[src/hw/rtl/bbcl_pkg.sv]
`timescale 1ns / 1ps

package bbcl_pkg;

    // Table geometry
    localparam int ENTRIES  = 32;
    localparam int IDX_W    = $clog2(ENTRIES);
    localparam int ENTRY_W  = 5;
    localparam int DEV_W    = 8;
    localparam int BLK_W    = 32;
    localparam int STAMP_W  = 32;
    localparam int REF_W    = 8;

    typedef enum logic [1:0] {
        MODE_GET     = 2'd0,
        MODE_RELEASE = 2'd1,
        MODE_PIN     = 2'd2,
        MODE_UNPIN   = 2'd3
    } mode_t;

    typedef enum logic [1:0] {
        RC_OK        = 2'd0,
        RC_NO_FREE   = 2'd1,
        RC_UNDERFLOW = 2'd2,
        RC_OVERFLOW  = 2'd3
    } res_code_t;

    typedef struct packed {
        mode_t                mode;
        logic [DEV_W-1:0]     device;
        logic [BLK_W-1:0]     block_number;
        logic [STAMP_W-1:0]   now;
        logic [ENTRY_W-1:0]   entry_index;
    } req_t;

    typedef struct packed {
        logic [ENTRY_W-1:0]   entry;
        logic                 hit;
        logic                 needs_fill;
        logic [REF_W-1:0]     ref_count;
        res_code_t            status;
    } rsp_t;

    // Controller to datapath
    typedef struct packed {
        logic load;
        logic scan;
        logic commit;
    } dp_cmd_t;

    // Datapath to controller
    typedef struct packed {
        logic in_get;
        logic scan_done;
    } dp_stat_t;

endpackage

[src/hw/rtl/bbcl_datapath.sv]
`timescale 1ns / 1ps

module bbcl_datapath (
    input  logic              aclk,
    input  logic              aresetn,
    input  bbcl_pkg::req_t    s_data,
    input  bbcl_pkg::dp_cmd_t cmd,
    output bbcl_pkg::dp_stat_t stat,
    output bbcl_pkg::rsp_t    m_data
);
    import bbcl_pkg::*;

    typedef struct packed {
        logic [DEV_W-1:0]   dev;
        logic [BLK_W-1:0]   blk;
        logic [STAMP_W-1:0] stamp;
    } rec_t;

    localparam logic [IDX_W-1:0] LAST_IDX = IDX_W'(ENTRIES - 1);
    localparam logic [REF_W-1:0] REF_MAX  = {REF_W{1'b1}};

    // Tag and stamp memory, one read or write per cycle
    rec_t mem [ENTRIES];
    rec_t mem_q_reg;

    // Per-entry state with a defined reset
    logic [ENTRIES-1:0] in_use_reg;
    logic [ENTRIES-1:0] filled_reg;
    logic [REF_W-1:0]   refs_reg [ENTRIES];

    req_t               req_reg;
    logic [IDX_W-1:0]   rd_addr_reg;
    logic [IDX_W-1:0]   cmp_idx_reg;
    logic               cmp_vld_reg;
    logic               have_reg;
    logic               hit_reg;
    logic [IDX_W-1:0]   pick_reg;
    logic [STAMP_W-1:0] best_reg;
    rsp_t               rsp_reg;

    logic               match;
    logic               free_ent;
    logic [STAMP_W-1:0] stamp_eff;
    logic               is_get;
    logic               oor;
    logic [IDX_W-1:0]   tgt;
    logic [IDX_W-1:0]   sel_idx;
    logic [REF_W-1:0]   sel_refs;
    logic               sel_filled;
    logic               alloc;
    logic               wr_refs;
    logic [REF_W-1:0]   refs_next;
    rsp_t               rsp_next;

    // Compare the entry read in the previous cycle
    always_comb begin
        is_get    = (req_reg.mode == MODE_GET);
        oor       = (32'(req_reg.entry_index) >= ENTRIES);
        tgt       = is_get ? pick_reg : req_reg.entry_index[IDX_W-1:0];
        sel_idx   = cmd.scan ? cmp_idx_reg : tgt;
        sel_refs  = refs_reg[sel_idx];
        sel_filled = filled_reg[sel_idx];
        match     = in_use_reg[cmp_idx_reg] && (mem_q_reg.dev == req_reg.device)
                    && (mem_q_reg.blk == req_reg.block_number);
        stamp_eff = in_use_reg[cmp_idx_reg] ? mem_q_reg.stamp : '0;
        free_ent  = (sel_refs == '0);
    end

    assign stat.in_get    = (s_data.mode == MODE_GET);
    assign stat.scan_done = cmd.scan && cmp_vld_reg && (match || cmp_idx_reg == LAST_IDX);

    // Build the result and the count update for the finishing item
    always_comb begin
        rsp_next = '{entry: ENTRY_W'(tgt), hit: 1'b0, needs_fill: 1'b0,
                     ref_count: '0, status: RC_OK};
        refs_next = sel_refs;
        alloc     = 1'b0;
        wr_refs   = 1'b0;
        if (is_get) begin
            if (hit_reg) begin
                rsp_next.hit        = 1'b1;
                rsp_next.needs_fill = !sel_filled;
                if (sel_refs == REF_MAX) begin
                    rsp_next.status = RC_OVERFLOW;
                end else begin
                    refs_next = REF_W'(sel_refs + 1'b1);
                    wr_refs   = 1'b1;
                end
                rsp_next.ref_count = refs_next;
            end else if (have_reg) begin
                alloc     = 1'b1;
                wr_refs   = 1'b1;
                refs_next = REF_W'(1);
                rsp_next.needs_fill = 1'b1;
                rsp_next.ref_count  = refs_next;
            end else begin
                rsp_next.entry  = '0;
                rsp_next.status = RC_NO_FREE;
            end
        end else begin
            rsp_next.entry = req_reg.entry_index;
            if (!oor) begin
                if (req_reg.mode == MODE_PIN) begin
                    if (sel_refs == REF_MAX) begin
                        rsp_next.status = RC_OVERFLOW;
                    end else begin
                        refs_next = REF_W'(sel_refs + 1'b1);
                        wr_refs   = 1'b1;
                    end
                end else begin
                    if (sel_refs == '0) begin
                        rsp_next.status = RC_UNDERFLOW;
                    end else begin
                        refs_next = REF_W'(sel_refs - 1'b1);
                        wr_refs   = 1'b1;
                    end
                end
                rsp_next.ref_count = refs_next;
            end
        end
    end

    // Memory port: read while scanning, write on allocation
    always_ff @(posedge aclk) begin
        if (cmd.scan) begin
            mem_q_reg <= mem[rd_addr_reg];
        end
        if (cmd.commit && alloc) begin
            mem[tgt] <= '{dev: req_reg.device, blk: req_reg.block_number,
                          stamp: req_reg.now};
        end
    end

    // Request capture, scan pointers, best pick and result payload
    always_ff @(posedge aclk) begin
        if (cmd.load) begin
            req_reg     <= s_data;
            rd_addr_reg <= '0;
        end else if (cmd.scan) begin
            rd_addr_reg <= rd_addr_reg + 1'b1;
            cmp_idx_reg <= rd_addr_reg;
            if (cmp_vld_reg) begin
                if (match) begin
                    pick_reg <= cmp_idx_reg;
                end else if (free_ent && (!have_reg || stamp_eff < best_reg)) begin
                    pick_reg <= cmp_idx_reg;
                    best_reg <= stamp_eff;
                end
            end
        end
        if (cmd.commit) begin
            rsp_reg <= rsp_next;
        end
    end

    // Scan flags and per-entry state
    always_ff @(posedge aclk) begin
        if (!aresetn) begin
            cmp_vld_reg <= 1'b0;
            have_reg    <= 1'b0;
            hit_reg     <= 1'b0;
            in_use_reg  <= '0;
            filled_reg  <= '0;
            for (int i = 0; i < ENTRIES; i++) begin
                refs_reg[i] <= '0;
            end
        end else begin
            if (cmd.load) begin
                cmp_vld_reg <= 1'b0;
                have_reg    <= 1'b0;
                hit_reg     <= 1'b0;
            end else if (cmd.scan) begin
                cmp_vld_reg <= 1'b1;
                if (cmp_vld_reg) begin
                    if (match) begin
                        hit_reg <= 1'b1;
                    end else if (free_ent) begin
                        have_reg <= 1'b1;
                    end
                end
            end
            if (cmd.commit) begin
                if (wr_refs) begin
                    refs_reg[tgt] <= refs_next;
                end
                if (is_get && (hit_reg || have_reg)) begin
                    filled_reg[tgt] <= 1'b1;
                end
                if (alloc) begin
                    in_use_reg[tgt] <= 1'b1;
                end
            end
        end
    end

    assign m_data = rsp_reg;

endmodule

[src/hw/rtl/bbcl_ctrl.sv]
`timescale 1ns / 1ps

module bbcl_ctrl (
    input  logic               aclk,
    input  logic               aresetn,
    input  logic               s_valid,
    output logic               s_ready,
    output logic               m_valid,
    input  logic               m_ready,
    input  bbcl_pkg::dp_stat_t stat,
    output bbcl_pkg::dp_cmd_t  cmd
);
    import bbcl_pkg::*;

    typedef enum logic [1:0] {
        S_IDLE,
        S_SCAN,
        S_FINISH
    } state_t;

    state_t state_reg;
    state_t state_next;
    logic   m_valid_reg;
    logic   m_valid_next;
    logic   out_free;

    assign out_free = !m_valid_reg || m_ready;
    assign s_ready  = (state_reg == S_IDLE);
    assign m_valid  = m_valid_reg;

    // Sequence one item: capture, scan (get only), commit
    always_comb begin
        state_next   = state_reg;
        m_valid_next = m_valid_reg && !m_ready;
        cmd          = '0;
        case (state_reg)
            S_IDLE: begin
                if (s_valid) begin
                    cmd.load   = 1'b1;
                    state_next = stat.in_get ? S_SCAN : S_FINISH;
                end
            end
            S_SCAN: begin
                cmd.scan = 1'b1;
                if (stat.scan_done) begin
                    state_next = S_FINISH;
                end
            end
            S_FINISH: begin
                if (out_free) begin
                    cmd.commit   = 1'b1;
                    m_valid_next = 1'b1;
                    state_next   = S_IDLE;
                end
            end
            default: begin
                state_next = S_IDLE;
            end
        endcase
    end

    // Hold state and the result valid flag
    always_ff @(posedge aclk) begin
        if (!aresetn) begin
            state_reg   <= S_IDLE;
            m_valid_reg <= 1'b0;
        end else begin
            state_reg   <= state_next;
            m_valid_reg <= m_valid_next;
        end
    end

    // Never overwrite a result that has not been taken
    assert property (@(posedge aclk) disable iff (!aresetn)
        cmd.commit |-> out_free)
        else $error("commit while result pending");

    // A commit always presents a result next cycle
    assert property (@(posedge aclk) disable iff (!aresetn)
        cmd.commit |=> m_valid)
        else $error("result lost after commit");

    // Scan completion only while scanning
    assert property (@(posedge aclk) disable iff (!aresetn)
        stat.scan_done |-> (state_reg == S_SCAN))
        else $error("scan done outside scan");

    // Scan is exclusive with commit and with load
    assert property (@(posedge aclk) disable iff (!aresetn)
        !(cmd.scan && (cmd.commit || cmd.load)))
        else $error("conflicting datapath commands");

endmodule

[src/hw/rtl/block_buffer_cache_lookup_core.sv]
`timescale 1ns / 1ps
// Sequence: a get scans the table between accept and result, ending early on a hit;
//   release, pin and unpin skip the scan. The commit waits while a result is pending.
// One item at a time; the next beat is taken the cycle after the commit,
//   and the scan, one entry per cycle over the single memory read port,
//   sets the get rate.
// Reset: synchronous active-low aresetn clears in_use, filled and counts at once;
//   tags and stamps need no clearing pass.
module block_buffer_cache_lookup_core (
    input  logic             aclk,
    input  logic             aresetn,
    input  logic             s_valid,
    output logic             s_ready,
    input  bbcl_pkg::req_t   s_data,
    output logic             m_valid,
    input  logic             m_ready,
    output bbcl_pkg::rsp_t   m_data
);
    import bbcl_pkg::*;

    dp_cmd_t  cmd;
    dp_stat_t stat;

    bbcl_ctrl u_ctrl (
        .aclk    (aclk),
        .aresetn (aresetn),
        .s_valid (s_valid),
        .s_ready (s_ready),
        .m_valid (m_valid),
        .m_ready (m_ready),
        .stat    (stat),
        .cmd     (cmd)
    );

    bbcl_datapath u_datapath (
        .aclk    (aclk),
        .aresetn (aresetn),
        .s_data  (s_data),
        .cmd     (cmd),
        .stat    (stat),
        .m_data  (m_data)
    );

endmodule

[config.mk]
export PLATFORM = sky130hd
export DESIGN_NAME = block_buffer_cache_lookup_core
export DESIGN_NICKNAME = d
export VERILOG_FILES = /design/src/hw/rtl/bbcl_pkg.sv /design/src/hw/rtl/bbcl_datapath.sv /design/src/hw/rtl/bbcl_ctrl.sv /design/src/hw/rtl/block_buffer_cache_lookup_core.sv
export SDC_FILE = /design/constraint.sdc
export NUM_CORES = 2
export LEC_CHECK = 0
export ABC_AREA = 1
export BUFFER_PORTS_ARGS = -buffer_cell sky130_fd_sc_hd__buf_2
export CORE_MARGIN = 2
export CORE_UTILIZATION = 58
export DETAILED_ROUTE_END_ITERATION = 6
export PLACE_DENSITY_LB_ADDON = 0.3
export SYNTH_ARGS = -nofsm -noshare
export SYNTH_HDL_FRONTEND = slang
export SYNTH_SLANG_ARGS = --single-unit
[constraint.sdc]
create_clock -name aclk -period 14.3 [get_ports aclk]
set_input_delay 2.86 -clock aclk [delete_from_list [all_inputs] [get_ports aclk]]
set_output_delay 2.86 -clock aclk [all_outputs]
set_load 0.01 [all_outputs]
==> flow_summary.toml <==
[routing]
drt_iter0_drc = 12781
route.antenna.remaining_nets = 0
wl_per_cell_um = 28.0
vias_per_cell = 6.54
dr.pass1.iters = 7
vias = 76827
drc_errors = 2
drt-total-wl_mm = 329

[global_routing]
grt_pass1_wl_mm = 477
antenna_found_initial = 29
grt_remaining_overflow = 0
grtUsageTotal_pct = 32.4
grt_pass1_vias = 72784
grt_max_degree = 192

[cts]
clk_latency_ps = 940
cts.path.max_buffers = 4
cts_tree = "done"
cts_sinks = 2845
cts_root_buffer = "clkbuf_16"
cts_setup_buffers = 0
clk_pin_slew_ps = 60
cts_resized = 0
cts_hold_buf = 0
cts_max_level = 5
cts-buffers-inserted = 297

[placed_design]
place_area_mm2 = 0.117
place_ws_ps = 7500
dp_hpwl_mm = 185
place.gp.congestion = 0.910
port_buffers = 101

[critical_path]
critPathKind = "flip-flop to flip-flop"
slowest_stage = "nor2_2"
crit_chain = "inv_2 > nand2_1 > inv_4 > nand2_1 > nand2_4 > buf_4 > nand2_1 > nand2_1 > nand2_1 > nand3_1 > nand3_1 > nand2_1 > nand2_1 > nand2_2 > ha_1 > nand3_2 > nor2_8 > nand3_4 > o211ai_1 > nand2_1 > nor2_2 > buf_4 > nor2_1"
cp-start-kind = "flip-flop"
critical_path_required_ps = 14960
crit_path_frequent_cell = "nand2_1"
cp_top_family = "simple AND/OR/NAND/NOR gates"
max_stage_delay_ps = 910
path_buf_inv = 4
critPathArrivalTime_ps = 7660
crit_fanout = 74
end_kind = "flip-flop"

[yosys]
synth_top_area_share_pct = 72.8
synthAdderAreaFrac_pct = 0.383
synthTopCellsByCount = "edfxtp_1 (2770), nor2_1 (1513), o21ai_0 (1232)"
synth_nets = 9043
synth-xor-area-share_pct = 0.291
synth_cell_type_count = 55
netlist_instances = 8925
synthFlopType = "edfxtp_1"
synth_top_family_by_area = "compound AO/OA/AOI/OAI gates"
yosys.area.top_type = "edfxtp_1"
synth-seq-area-share_pct = 74.1
synth.avg_cell_area_um2 = 12.8
synth_async_sr_flop_share_pct = 0
yosysMostFrequentCell = "edfxtp_1"
netlist_area_mm2 = 0.114
synth_compound_area_share_pct = 11.8
muxShareOfSynthArea_pct = 0
synthTopCellsByArea = "edfxtp_1 (73%), o21ai_0 (5.4%), nor2_1 (5.0%)"
synthSimpleGateAreaFrac_pct = 9.75
ys_ff_latch = 2845
yosysWarnings = 0
synth_edf_count = 2770

[floorplan]
row_count = 162
core_mm2 = 0.195
die_h_um = 448
start_util_pct = 58.5
io-pin-count = 102
fp.dieW_um = 448
dieArea_mm2 = 0.201

[sta]
max_freq_mhz = 143
rsz0062_at_grt = "false"
worstMarginPinSlew_ps = 1400
hold_slack_ps = 450
slew-limit-headroom_pct = 6.72
setup_violations = 0
setup_tns_ps = 0
finalHoldViolations = 0
skew_ps = 45.9
finalCritPeriodShare_pct = 49.0
fin_crit_ps = 7000
setup_ws_ps = 7300
maxSlewViolCount = 0

[pwr]
intPower_mw = 13.9
sequentialPowerShare_pct = 50.5
p_leak_nw = 42.8
switching_power_mw = 4.63
combPwrFrac_pct = 10.2
p_clk_share_pct = 39.3
peakVddDrop_mv = 0.145
finalPower_mw = 18.5
power.density_cell_area_mw_per_mm2 = 146
p_sw_share_pct = 25.0

[finish]
largest_register_ff_count = 2304
postLayoutCellArea_mm2 = 0.126
drive_gt1_share_pct = 9.85
syn_to_final_growth_pct = 10.6
nets = 9031

[outcome]
violations = "DRC"
outcome = "finished with violations"

[flow_run]
drv_cap = 0

[min_path]
hp-class = "flip-flop to flip-flop"
stage by stage:
step / utilization (%) / instances
global placement: 60.1 / 11238
detailed placement: 60.1 / 11238
floorplan: - / 8925
global route: 64.7 / 11745
CTS: 64.7 / 11744
finish: 64.7 / 11751
worst reg2reg max path: cells and delay by family, from the launching register on:
family | cells | cell delay, ps
fa+ha+maj | 1 | 210
compound gates | 1 | 180
simple gates | 17 | 3980
flops | 1 | 320
buf+inv | 4 | 2030
cell families (layout without fill, tap and decap cells):
kind of cell	Yosys count	in the layout
xor+xnor	38	38
flops	2845	2845
other cells	0	7
compound gates	2271	2271
simple gates	2702	2702
buf+inv	1034	1229
fa+ha+maj	35	35
layer usage:
metal  wire (um)  GRT usage [%]  vias to the layer above
li1            -              -                    32710
met1      122000           45.9                    37867
met3       43700           7.42                      836
met2      150000           49.0                     5402
met4       13800           13.2                       12
met5          75              0                        -
placed cells by master, fill, tap and decap left out, types with 7 or more instances in the layout:
cell type and n:
dfxtp_1 71, clkbuf_8 10, a41oi_1 10, a31o_2 7, nand4_1 28, a32oi_1 35
xnor2_1 7, a21oi_2 78, nor2_4 37, nand3_1 363, diode_2 7, a211oi_1 10
ha_1 35, nand2_1 686, clkinv_2 40, a31oi_1 20, o211ai_1 31, nand2_4 27
o221ai_1 207, clkbuf_1 69, nor2_1 1478, nand2_2 27, o22ai_1 366, a21oi_1 187
bufinv_16 12, a221o_1 10, clkbuf_16 307, buf_2 101, edfxtp_1 2770, xor2_1 31
inv_2 9, nor3_1 25, buf_12 8, inv_1 413, o21a_1 18, clkinv_1 60
nand3_2 10, o21ai_0 1232, a221oi_1 38, buf_4 183
power by group through the flow:
stage | registers (mW) | clock network [mW] | logic [mW]
floorplan | 9.53 | 0 | 1.08
global placement | 9.50 | 0 | 1.78
detailed placement | 9.51 | 0 | 1.82
CTS | 9.33 | 7.28 | 1.83
global route | 9.33 | 7.62 | 1.99
finish | 9.33 | 7.26 | 1.89
cell type report:
| class | count | area, um^2 |
|---|---|---|
| Inverter | 431 | 1660 |
| Antenna cell | 7 | 17.5 |
| Fill cell | 13956 | 69000 |
| Multi-Input combinational cell | 5046 | 25800 |
| Sequential cell | 2845 | 84700 |
| Clock inverter | 120 | 856 |
| Tap cell | 2624 | 3280 |
| Timing Repair Buffer | 292 | 2040 |
| Clock buffer | 386 | 8080 |
worst paths after layout:
path / startpoint / end / slack (ps) / depth (start not counted)
worst max-delay path: u_ctrl.state_reg[1] / u_datapath.refs_reg[19][1] / 7300 / 23
worst max register to register: u_ctrl.state_reg[1] / u_datapath.refs_reg[19][1] / 7300 / 23
worst min-delay path: u_datapath.filled_reg[9] / u_datapath.filled_reg[9] / 450 / 2
worst min register to register: u_datapath.filled_reg[9] / u_datapath.filled_reg[9] / 450 / 2
Power figures use the tool's default switching activity.
